## src/hw/rtl/rc4_pkg.sv

```systemverilog
// ----------------------------------------------------------------------------
// rc4_pkg: shared constants and control word types
// Widths, action codes and the microcode control word of the rc4 core.
// ----------------------------------------------------------------------------
`default_nettype none

package rc4_pkg;

  // fixed field widths
  localparam int BYTE_W        = 8;
  localparam int ACT_W         = 2;
  localparam int KLEN_W        = 9;
  localparam int PERM_SIZE     = 256;
  localparam int MAX_KEY_BYTES = 256;
  localparam int STEP_W        = 4;

  localparam logic [KLEN_W-1:0] KEY_LEN_RESET = KLEN_W'(1);

  // item actions
  typedef enum logic [ACT_W-1:0] {
    ACT_LOAD    = 2'd0,
    ACT_RESTART = 2'd1,
    ACT_DATA    = 2'd2
  } act_e;

  // j register update
  typedef enum logic [1:0] {
    J_HOLD = 2'd0,
    J_CLR  = 2'd1,
    J_KEY  = 2'd2,
    J_DATA = 2'd3
  } jop_e;

  // i register update
  typedef enum logic [1:0] {
    I_HOLD = 2'd0,
    I_CLR  = 2'd1,
    I_INC  = 2'd2
  } iop_e;

  // permutation read address, port a
  typedef enum logic [1:0] {
    RA_INCI = 2'd0,
    RA_P    = 2'd1,
    RA_PINC = 2'd2,
    RA_T    = 2'd3
  } rasel_e;

  // permutation write address
  typedef enum logic [1:0] {
    WA_P = 2'd0,
    WA_I = 2'd1,
    WA_J = 2'd2
  } wasel_e;

  // permutation write data
  typedef enum logic [1:0] {
    WD_P   = 2'd0,
    WD_RDB = 2'd1,
    WD_SI  = 2'd2
  } wdsel_e;

  // sequencer jump conditions
  typedef enum logic [2:0] {
    JC_NEXT     = 3'd0,
    JC_ALWAYS   = 3'd1,
    JC_DISPATCH = 3'd2,
    JC_LOOP     = 3'd3,
    JC_OUTFREE  = 3'd4
  } jcond_e;

  // one microcode control word
  typedef struct packed {
    logic              ready;
    logic              clr_p;
    logic              p_inc;
    logic              kpos_clr;
    logic              kpos_step;
    jop_e              j_op;
    iop_e              i_op;
    logic              si_ld;
    logic              t_ld;
    rasel_e            ra_sel;
    logic              we;
    wasel_e            wa_sel;
    wdsel_e            wd_sel;
    logic              out_ld;
    jcond_e            jc;
    logic [STEP_W-1:0] target;
  } ctl_t;

endpackage

`default_nettype wire

```

## src/hw/rtl/rc4_seq.sv

```systemverilog
// ----------------------------------------------------------------------------
// rc4_seq: microcode sequencer
// Step counter and control store; issues one control word per cycle.
// ----------------------------------------------------------------------------
`default_nettype none

module rc4_seq (
  input  wire logic                        clk_i,
  input  wire logic                        rst_ni,
  input  wire logic                        fire_i,
  input  wire logic [rc4_pkg::ACT_W-1:0]   action_i,
  input  wire logic                        p_last_i,
  input  wire logic                        out_free_i,
  output rc4_pkg::ctl_t                    ctl_o
);

  localparam int SW = rc4_pkg::STEP_W;

  // step codes
  localparam logic [SW-1:0] S_IDLE = SW'(0);
  localparam logic [SW-1:0] S_INIT = SW'(1);
  localparam logic [SW-1:0] S_M0   = SW'(2);
  localparam logic [SW-1:0] S_M1   = SW'(3);
  localparam logic [SW-1:0] S_M2   = SW'(4);
  localparam logic [SW-1:0] S_M3   = SW'(5);
  localparam logic [SW-1:0] S_MEND = SW'(6);
  localparam logic [SW-1:0] S_D1   = SW'(7);
  localparam logic [SW-1:0] S_D2   = SW'(8);
  localparam logic [SW-1:0] S_D3   = SW'(9);

  logic [SW-1:0] step_q, step_d;

  // control store
  function automatic rc4_pkg::ctl_t ucode(input logic [SW-1:0] s);
    rc4_pkg::ctl_t c;
    c = '0;
    case (s)
      S_IDLE: begin
        c.ready  = 1'b1;
        c.clr_p  = 1'b1;
        c.ra_sel = rc4_pkg::RA_INCI;
        c.jc     = rc4_pkg::JC_DISPATCH;
      end
      S_INIT: begin
        c.we       = 1'b1;
        c.wa_sel   = rc4_pkg::WA_P;
        c.wd_sel   = rc4_pkg::WD_P;
        c.p_inc    = 1'b1;
        c.kpos_clr = 1'b1;
        c.j_op     = rc4_pkg::J_CLR;
        c.jc       = rc4_pkg::JC_LOOP;
        c.target   = S_INIT;
      end
      S_M0: begin
        c.ra_sel = rc4_pkg::RA_P;
      end
      S_M1: begin
        c.j_op  = rc4_pkg::J_KEY;
        c.si_ld = 1'b1;
      end
      S_M2: begin
        c.we     = 1'b1;
        c.wa_sel = rc4_pkg::WA_P;
        c.wd_sel = rc4_pkg::WD_RDB;
      end
      S_M3: begin
        c.we        = 1'b1;
        c.wa_sel    = rc4_pkg::WA_J;
        c.wd_sel    = rc4_pkg::WD_SI;
        c.p_inc     = 1'b1;
        c.kpos_step = 1'b1;
        c.ra_sel    = rc4_pkg::RA_PINC;
        c.jc        = rc4_pkg::JC_LOOP;
        c.target    = S_M1;
      end
      S_MEND: begin
        c.i_op   = rc4_pkg::I_CLR;
        c.j_op   = rc4_pkg::J_CLR;
        c.jc     = rc4_pkg::JC_ALWAYS;
        c.target = S_IDLE;
      end
      S_D1: begin
        c.i_op  = rc4_pkg::I_INC;
        c.j_op  = rc4_pkg::J_DATA;
        c.si_ld = 1'b1;
      end
      S_D2: begin
        c.we     = 1'b1;
        c.wa_sel = rc4_pkg::WA_I;
        c.wd_sel = rc4_pkg::WD_RDB;
        c.ra_sel = rc4_pkg::RA_T;
        c.t_ld   = 1'b1;
      end
      S_D3: begin
        c.we     = 1'b1;
        c.wa_sel = rc4_pkg::WA_J;
        c.wd_sel = rc4_pkg::WD_SI;
        c.ra_sel = rc4_pkg::RA_T;
        c.out_ld = 1'b1;
        c.jc     = rc4_pkg::JC_OUTFREE;
        c.target = S_IDLE;
      end
      default: begin
        c.jc     = rc4_pkg::JC_ALWAYS;
        c.target = S_IDLE;
      end
    endcase
    return c;
  endfunction

  assign ctl_o = ucode(step_q);

  // next step
  always_comb begin
    step_d = step_q + SW'(1);
    case (ctl_o.jc)
      rc4_pkg::JC_NEXT:   step_d = step_q + SW'(1);
      rc4_pkg::JC_ALWAYS: step_d = ctl_o.target;
      rc4_pkg::JC_DISPATCH: begin
        step_d = step_q;
        if (fire_i) begin
          case (action_i)
            rc4_pkg::ACT_RESTART: step_d = S_INIT;
            rc4_pkg::ACT_DATA:    step_d = S_D1;
            default:              step_d = step_q;
          endcase
        end
      end
      rc4_pkg::JC_LOOP:    step_d = p_last_i ? step_q + SW'(1) : ctl_o.target;
      rc4_pkg::JC_OUTFREE: step_d = out_free_i ? ctl_o.target : step_q;
      default:             step_d = S_IDLE;
    endcase
  end

  // step counter
  always_ff @(posedge clk_i or negedge rst_ni) begin
    if (!rst_ni) begin
      step_q <= S_IDLE;
    end else begin
      step_q <= step_d;
    end
  end

endmodule

`default_nettype wire

```

## config.mk

```make
export PLATFORM = sky130hd
export DESIGN_NAME = rc4_seq
export DESIGN_NICKNAME = d
export VERILOG_FILES = /design/src/hw/rtl/rc4_pkg.sv /design/src/hw/rtl/rc4_seq.sv
export SDC_FILE = /design/constraint.sdc
export NUM_CORES = 1
export LEC_CHECK = 0
export BUFFER_PORTS_ARGS = -buffer_cell sky130_fd_sc_hd__buf_2
export CELL_PAD_IN_SITES_DETAIL_PLACEMENT = 1
export CELL_PAD_IN_SITES_GLOBAL_PLACEMENT = 2
export CORE_UTILIZATION = 25
export CTS_BUF_LIST = sky130_fd_sc_hd__clkbuf_8 sky130_fd_sc_hd__clkbuf_16
export DETAILED_ROUTE_END_ITERATION = 10
export PLACE_DENSITY_LB_ADDON = 0.12
export SYNTH_ARGS = -nofsm -noshare
export SYNTH_HDL_FRONTEND = slang
export SYNTH_SLANG_ARGS = --single-unit
```

## constraint.sdc

```tcl
create_clock -name clk_i -period 4.15 [get_ports clk_i]
set_input_delay 0.2075 -clock clk_i [delete_from_list [all_inputs] [get_ports clk_i]]
set_output_delay 0.2075 -clock clk_i [all_outputs]
set_load 0.02 [all_outputs]
```

==> results of run 1 <==
critical path, stage by stage (launching register included):
cell	delay [ns]
sky130_fd_sc_hd__dfrtp_1	0.72
sky130_fd_sc_hd__and2b_4	0.27
sky130_fd_sc_hd__and2_4	0.17
sky130_fd_sc_hd__or3_1	0.33
sky130_fd_sc_hd__buf_2	0.16
layout by cell type (no fill, tap or decap):
master and n:
sky130_fd_sc_hd__a2111oi_4 1, sky130_fd_sc_hd__a21boi_0 1, sky130_fd_sc_hd__a21boi_1 1, sky130_fd_sc_hd__a21oi_1 4, sky130_fd_sc_hd__a31oi_1 1, sky130_fd_sc_hd__a41oi_2 1, sky130_fd_sc_hd__and2_1 6, sky130_fd_sc_hd__and2_2 2
sky130_fd_sc_hd__and2_4 2, sky130_fd_sc_hd__and2b_4 1, sky130_fd_sc_hd__buf_2 30, sky130_fd_sc_hd__clkbuf_8 3, sky130_fd_sc_hd__conb_1 2, sky130_fd_sc_hd__dfrtp_1 4, sky130_fd_sc_hd__dlygate4sd3_1 1, sky130_fd_sc_hd__ha_1 5
sky130_fd_sc_hd__inv_1 7, sky130_fd_sc_hd__nand2_1 2, sky130_fd_sc_hd__nand2b_1 2, sky130_fd_sc_hd__nand2b_4 1, sky130_fd_sc_hd__nand3_1 3, sky130_fd_sc_hd__nand4bb_1 1, sky130_fd_sc_hd__nor2_1 6, sky130_fd_sc_hd__nor2_2 1
sky130_fd_sc_hd__nor2b_1 2, sky130_fd_sc_hd__nor4b_2 1, sky130_fd_sc_hd__o21ai_0 3, sky130_fd_sc_hd__o21ai_1 3, sky130_fd_sc_hd__o21bai_1 1, sky130_fd_sc_hd__o2bb2ai_1 1, sky130_fd_sc_hd__or2_1 2, sky130_fd_sc_hd__or3_1 2
sky130_fd_sc_hd__xnor2_1 1, sky130_fd_sc_hd__xor2_1 1, sky130_fd_sc_hd__xor2_2 1
metal layers:
metal  track usage, %  vias to the layer above  wire [µm]
met1             16.5                      288        793
met4             7.89                        0         23
li1                 -                      306          -
met2             21.9                       18        785
met3             1.72                        4         46
met5                0                        -          0
metrics by stage:
| step | cells | hold WS [ns] | power, µW |
|---|---|---|---|
| 2_1_floorplan | 82 | -0.0881 | 497 |
| 3_3_place_gp | 132 | 0.0138 | 602 |
| 3_5_place_dp | 132 | 0.0164 | 604 |
| 4_1_cts | 136 | 0.321 | 691 |
| 5_1_grt | 136 | 0.327 | 750 |
| 6_report | 136 | 0.328 | 678 |
kinds of logic after synthesis:
| kind of cell | Yosys count | share of synthesized area, % |
|---|---|---|
| simple gates | 34 | 33.5 |
| buf+inv | 17 | 16.4 |
| xor+xnor | 3 | 5.11 |
| fa+ha+maj | 5 | 9.45 |
| other cells | 1 | 0.567 |
| flops | 4 | 15.1 |
| compound gates | 17 | 19.9 |
final cells by class:
class                      count  area (µm²)
fill                         307        1680
tap                           30        37.5
timing repair buffer          31         160
clock buffer                   3        41.3
inverter                       7        26.3
sequential                     4         100
multi-input combinational     61         457
power groups by stage:
stage / Combinational (µW) / Clock [µW] / Sequential, µW
global route: 567 / 89.2 / 93.5
global placement: 512 / 0 / 90.1
finish: 508 / 80.8 / 89.5
floorplan: 429 / 0 / 67.8
detailed placement: 514 / 0 / 90.2
CTS: 517 / 83.9 / 89.5
worst paths after layout:
| path | endpoint | start | slack, ns |
|---|---|---|---|
| worst max-delay path | ctl_o[14] | step_q[3] | 2.07 |
| worst min-delay path | step_q[1] | rst_ni | 0.33 |
| worst max register to register | step_q[0] | step_q[0] | 2.36 |
| worst min register to register | step_q[1] | step_q[1] | 0.66 |
| max in group asynchronous | step_q[3] | rst_ni | 3.71 |
| min in group clk_i | step_q[0] | out_free_i | 0.39 |
==> load_flow_metrics.sql, run 1 <==
INSERT INTO impl_metrics (metric_group, metric, value, unit) VALUES
('clock_tree', 'clock-root-buffer', 'sky130_fd_sc_hd__clkbuf_8', ''),
('die', 'fp-row-count', '18', ''),
('clock_tree', 'tritoncts', 'built', ''),
('detailed_routing', 'post_drt_via_cell_ratio', '4.53', ''),
('grt', 'antenna_found_initial', '0', ''),
('critical_path', 'crit_path_arrival_time', '1.87', 'ns'),
('power_and_ir_drop', 'comb_power_share', '74.9', '%'),
('clock_tree', 'clockBufferDepth', '2', ''),
('placement', 'dp_hpwl', '1260', 'µm'),
('grt', 'grt_start_max_net_pins', '15', ''),
('critical_path', 'reg2reg_depth', '6', ''),
('timing', 'final.period_utilization', '50.0', '%'),
('final_layout', 'final_cell_area', '822', 'µm²'),
('flow_run', 'drv_cap', '0', ''),
('detailed_routing', 'drt_wl_total', '1650', 'µm'),
('synthesis', 'ys_top_cells_by_count', '8 x sky130_fd_sc_hd__buf_4, 7 x sky130_fd_sc_hd__inv_1, 6 x sky130_fd_sc_hd__and2_1, 6 x sky130_fd_sc_hd__nor2_1, 5 x sky130_fd_sc_hd__ha_1', ''),
('final_layout', 'utilization', '32.9', '%'),
('die', 'io-pin-count', '33', ''),
('grt', 'grt_pass1_vias', '595', ''),
('synthesis', 'post-synth-top-count-cell', 'sky130_fd_sc_hd__buf_4', ''),
('detailed_routing', 'postRouteAntennaNets', '0', ''),
('critical_path', 'timing.critical_path.to_type', 'primary output', ''),
('synthesis', 'asyncSetResetFlopFracSynth', '100', '%'),
('die', 'die_h', '53.5', 'µm'),
('synthesis', 'synthesis.instances', '81', ''),
('placement', 'placed_instance_area', '771', 'µm²'),
('critical_path', 'setup.worst_path.start_class', 'register', ''),
('final_layout', 'area_growth', '24.2', '%'),
('detailed_routing', 'drt_iter0_markers', '6', ''),
('synthesis', 'synth_edf_count', '0', ''),
('clock_tree', 'clock_network_latency_to_the_later_pin_of_the_worst_skew_pair', '0.22', 'ns'),
('clock_tree', 'cts.repair_timing.setup_buffer_count', '0', ''),
('critical_path', 'top_fanout_value_on_the_critical_path', '14', ''),
('placement', 'gp_congestion', '0.748', ''),
('critical_path', 'crit_type', 'reg -> out', ''),
('final_layout', 'largest_register', 'step_q', ''),
('placement', 'numPortBuffers', '30', ''),
('power_and_ir_drop', 'power.clock.fraction', '11.9', '%'),
('timing', 'tns', '0', 'ns'),
('synthesis', 'mapped_area', '662', 'µm²'),
('timing', 'worst-slew-pin-transition', '0.615', 'ns'),
('clock_tree', 'htreeDepth', '1', ''),
('timing', 'grt_setup_unrepaired', 'false', ''),
('clock_tree', 'clkTransAtPathRegs', '0.03', 'ns'),
('worst_hold_path', 'hp-class', 'in -> async', ''),
('synthesis', 'ys_top_cells_by_area', 'sky130_fd_sc_hd__dfrtp_1 15%, sky130_fd_sc_hd__ha_1 9.5%, sky130_fd_sc_hd__buf_4 9.1%', ''),
('placement', 'place_ws', '2.29', 'ns'),
('detailed_routing', 'dr_total_vias', '616', ''),
('power_and_ir_drop', 'power.net_switching', '366', 'µW'),
('grt', 'grt_overflow', '0', ''),
('timing', 'setup_slack', '2.07', 'ns'),
('synthesis', 'synth-warning-count', '0', ''),
('power_and_ir_drop', 'seq_power_share', '13.2', '%'),
('timing', 'max-slew-margin-rel', '59.0', '%'),
('timing', 'final_max_slew_viol_count', '0', ''),
('detailed_routing', 'routedWlPerCell', '12.1', 'µm'),
('synthesis', 'synth.ff_latch_count', '4', ''),
('critical_path', 'timing.critical_path.required', '3.94', 'ns'),
('timing', 'setup_viol_count_final', '0', ''),
('synthesis', 'synth_sequential_area_ratio', '15.1', '%'),
('timing', 'final.setup_skew', '0.00109', 'ns'),
('clock_tree', 'ctsHoldBuffers', '1', ''),
('power_and_ir_drop', 'switching_share', '53.9', '%'),
('final_layout', 'antenna_cells', '0', ''),
('final_layout', 'largest_register_ff_count', '4', ''),
('clock_tree', 'cts_resized', '0', ''),
('run_status', 'run_status', 'finished, final reports clean', ''),
('detailed_routing', 'detailed_route_drc_error_count', '0', ''),
('final_layout', 'largest_registers', 'step_q: 4 flops', ''),
('power_and_ir_drop', 'power_per_cell_area', '825', 'nW/µm²'),
('synthesis', 'synth_area_per_cell', '8.17', 'µm²');
(Power assumes the default switching activity.)
==> run 2, diff against run 1 <==
- CORE_UTILIZATION: 25 -> 21
- clock period: 4.15 -> 1.8 ns (I/O delays scaled with it)
==> run 2 against run 1 <==
Compared with the run above: sequential power is 120% higher; critical path depth grew 1; wire length grew 7.5%; via count increased by 4.4%; worst hold slack lost 0.10 ns; worst setup slack worse by 2.1 ns; sequential share of layout area is 0.68 points lower; power rose by 140%; first-iteration DRC count down 50%; clock power is 130% higher; clock-buffer cell count unchanged; critical path type unchanged; largest power group unchanged.
==> load_flow_metrics.sql, run 2 (same netlist as run 1, synthesis figures left out) <==
INSERT INTO impl_metrics (metric_group, metric, value, unit) VALUES
('clock_tree', 'clock-root-buffer', 'sky130_fd_sc_hd__clkbuf_8', ''),
('final_layout', 'finish.cell_count_without_fillers', '156', ''),
('die', 'io-pin-count', '33', ''),
('timing', 'final.setup_skew', '0.000222', 'ns'),
('timing', 'finalWorstPathRequiredPeriod', '1.79', 'ns'),
('final_layout', 'layout_commonest_cell', 'sky130_fd_sc_hd__buf_2', ''),
('final_layout', 'ff_latch_area', '103', 'µm²'),
('power_and_ir_drop', 'peakVddDrop', '0.653', 'mV'),
('placement', 'place_inst', '151', ''),
('power_and_ir_drop', 'power_per_cell_area', '1850', 'nW/µm²'),
('worst_hold_path', 'hp-class', 'in -> async', ''),
('timing', 'final_max_slew_viol_count', '0', ''),
('grt', 'grt_overflow', '0', ''),
('final_layout', 'most-common-layout-cells', '30 x sky130_fd_sc_hd__buf_2, 7 x sky130_fd_sc_hd__inv_1, 6 x sky130_fd_sc_hd__and2_1, 6 x sky130_fd_sc_hd__nor2_1, 6 x sky130_fd_sc_hd__buf_4', ''),
('final_layout', 'drive_above_1_share', '48.2', '%'),
('die', 'die_h', '58.1', 'µm'),
('die', 'initial_utilization', '21.9', '%'),
('final_layout', 'antenna_cells', '0', ''),
('critical_path', 'crit_type', 'reg -> out', ''),
('final_layout', 'area_growth', '34.8', '%'),
('grt', 'grt_pass1_vias', '619', ''),
('power_and_ir_drop', 'p_leak', '0.000470', 'µW'),
('detailed_routing', 'detailed_route_drc_error_count', '0', ''),
('clock_tree', 'clock_sink_count', '4', ''),
('final_layout', 'largest_register', 'step_q', ''),
('final_layout', 'n_fill_cell', '382', ''),
('run_status', 'run_status', 'finished, final reports clean', ''),
('timing', 'clock.fmax', '0.559', 'GHz'),
('flow_run', 'drv_cap', '0', ''),
('final_layout', 'num-nets-final', '126', ''),
('grt', 'grt_start_max_net_pins', '13', ''),
('critical_path', 'timing.critical_path.required', '1.71', 'ns'),
('clock_tree', 'tritoncts', 'built', ''),
('detailed_routing', 'drt_wl_total', '1770', 'µm'),
('die', 'die_area', '3380', 'µm²'),
('timing', 'tns', '0', 'ns'),
('placement', 'dp_hpwl', '1440', 'µm'),
('clock_tree', 'clockBufferDepth', '2', ''),
('detailed_routing', 'drt_iter0_markers', '3', ''),
('final_layout', 'final_cell_area', '892', 'µm²'),
('timing', 'setup_viol_count_final', '0', ''),
('timing', 'final.period_utilization', '99.4', '%'),
('timing', 'finalHoldViolations', '0', ''),
('placement', 'numPortBuffers', '30', ''),
('die', 'core_area', '3030', 'µm²'),
('placement', 'gp_congestion', '0.784', ''),
('detailed_routing', 'routedWlPerCell', '11.4', 'µm'),
('clock_tree', 'htreeDepth', '1', ''),
('timing', 'grt_setup_unrepaired', 'true', ''),
('detailed_routing', 'dr_total_vias', '643', ''),
('final_layout', 'largest_register_ff_count', '4', ''),
('final_layout', 'largest_registers', 'step_q: 4 flops', ''),
('final_layout', 'multi_input_area', '462', 'µm²'),
('clock_tree', 'clock_network_latency_to_the_later_pin_of_the_worst_skew_pair', '0.21', 'ns'),
('detailed_routing', 'post_drt_via_cell_ratio', '4.12', ''),
('die', 'fp-row-count', '20', ''),
('grt', 'grt_first_pass_wirelength', '2750', 'µm'),
('critical_path', 'timing.critical_path.to_type', 'primary output', ''),
('clock_tree', 'cts_buffers', '3', ''),
('critical_path', 'crit_path_arrival_time', '1.70', 'ns'),
('grt', 'antenna_found_initial', '0', ''),
('detailed_routing', 'postRouteAntennaNets', '0', ''),
('critical_path', 'top_fanout_value_on_the_critical_path', '10', ''),
('critical_path', 'setup.worst_path.start_class', 'register', ''),
('detailed_routing', 'detail_route.first_pass.iterations', '4', ''),
('placement', 'placed_instance_area', '826', 'µm²'),
('clock_tree', 'clkTransAtPathRegs', '0.03', 'ns'),
('grt', 'grt_use_total', '10.5', '%'),
('die', 'die_w', '58.1', 'µm');
-- run 2: layout make-up --
type                       count  area share (%)
tap                           44            6.17
clock buffer                   3            4.63
inverter                       7            2.95
sequential                     4            11.5
multi-input combinational     61            51.8
timing repair buffer          37            23.0
-- run 2: worst max-delay path, cell delays in order (launching register included) --
cell and delay [ns]:
sky130_fd_sc_hd__dfrtp_1 0.41, sky130_fd_sc_hd__inv_1 0.12, sky130_fd_sc_hd__ha_2 0.27, sky130_fd_sc_hd__and2_1 0.17
sky130_fd_sc_hd__or3_1 0.36, sky130_fd_sc_hd__buf_2 0.16
-- run 2: repair_timing --
item | in CTS | in global routing
gates resized for setup | 3 | 1
endpoints found under the hold margin | 4 | 0
setup endpoints to repair | 5 | 4
hold buffers | 1 | 0
buffers inserted | 0 | 1
-- run 2: final timing paths --
check,slack [ns],start,cells past startpoint,to
setup / recovery,0.01,step_q[0],5,ctl_o[14]
hold / removal,0.22,rst_ni,2,step_q[1]
setup reg to reg,0.08,step_q[0],6,step_q[1]
hold reg to reg,0.67,step_q[0],2,step_q[0]
max in group asynchronous,1.45,rst_ni,2,step_q[3]
min in group clk_i,0.29,action_i[1],4,step_q[2]
-- run 2: layer usage --
metal	up-vias	wire [µm]	global-route usage [%]
met5	-	0	0
met4	0	0	4.08
met3	0	28	0.670
met2	14	924	19.9
met1	309	820	12.2
li1	320	-	-
-- run 2: where the power goes --
group | leakage [µW] | switching, µW | total (µW) | internal, µW
Sequential | 0.0000492 | 69.2 | 197 | 127
Clock | 0.0000216 | 41.1 | 183 | 142
Combinational | 0.000399 | 754 | 1270 | 513
-- run 2: metrics by stage --
stage | power (µW) | hold slack [ns] | setup slack (ns) | utilization (%)
2_1_floorplan | 1150 | -0.206 | 0.123 | -
3_3_place_gp | 1440 | -0.0993 | 0.0627 | 27.3
5_1_grt | 1780 | 0.230 | -0.0484 | 29.5
3_5_place_dp | 1450 | -0.104 | -0.0222 | 27.3
6_report | 1650 | 0.225 | 0.0107 | 29.5
4_1_cts | 1660 | 0.201 | 0.00104 | 29.2
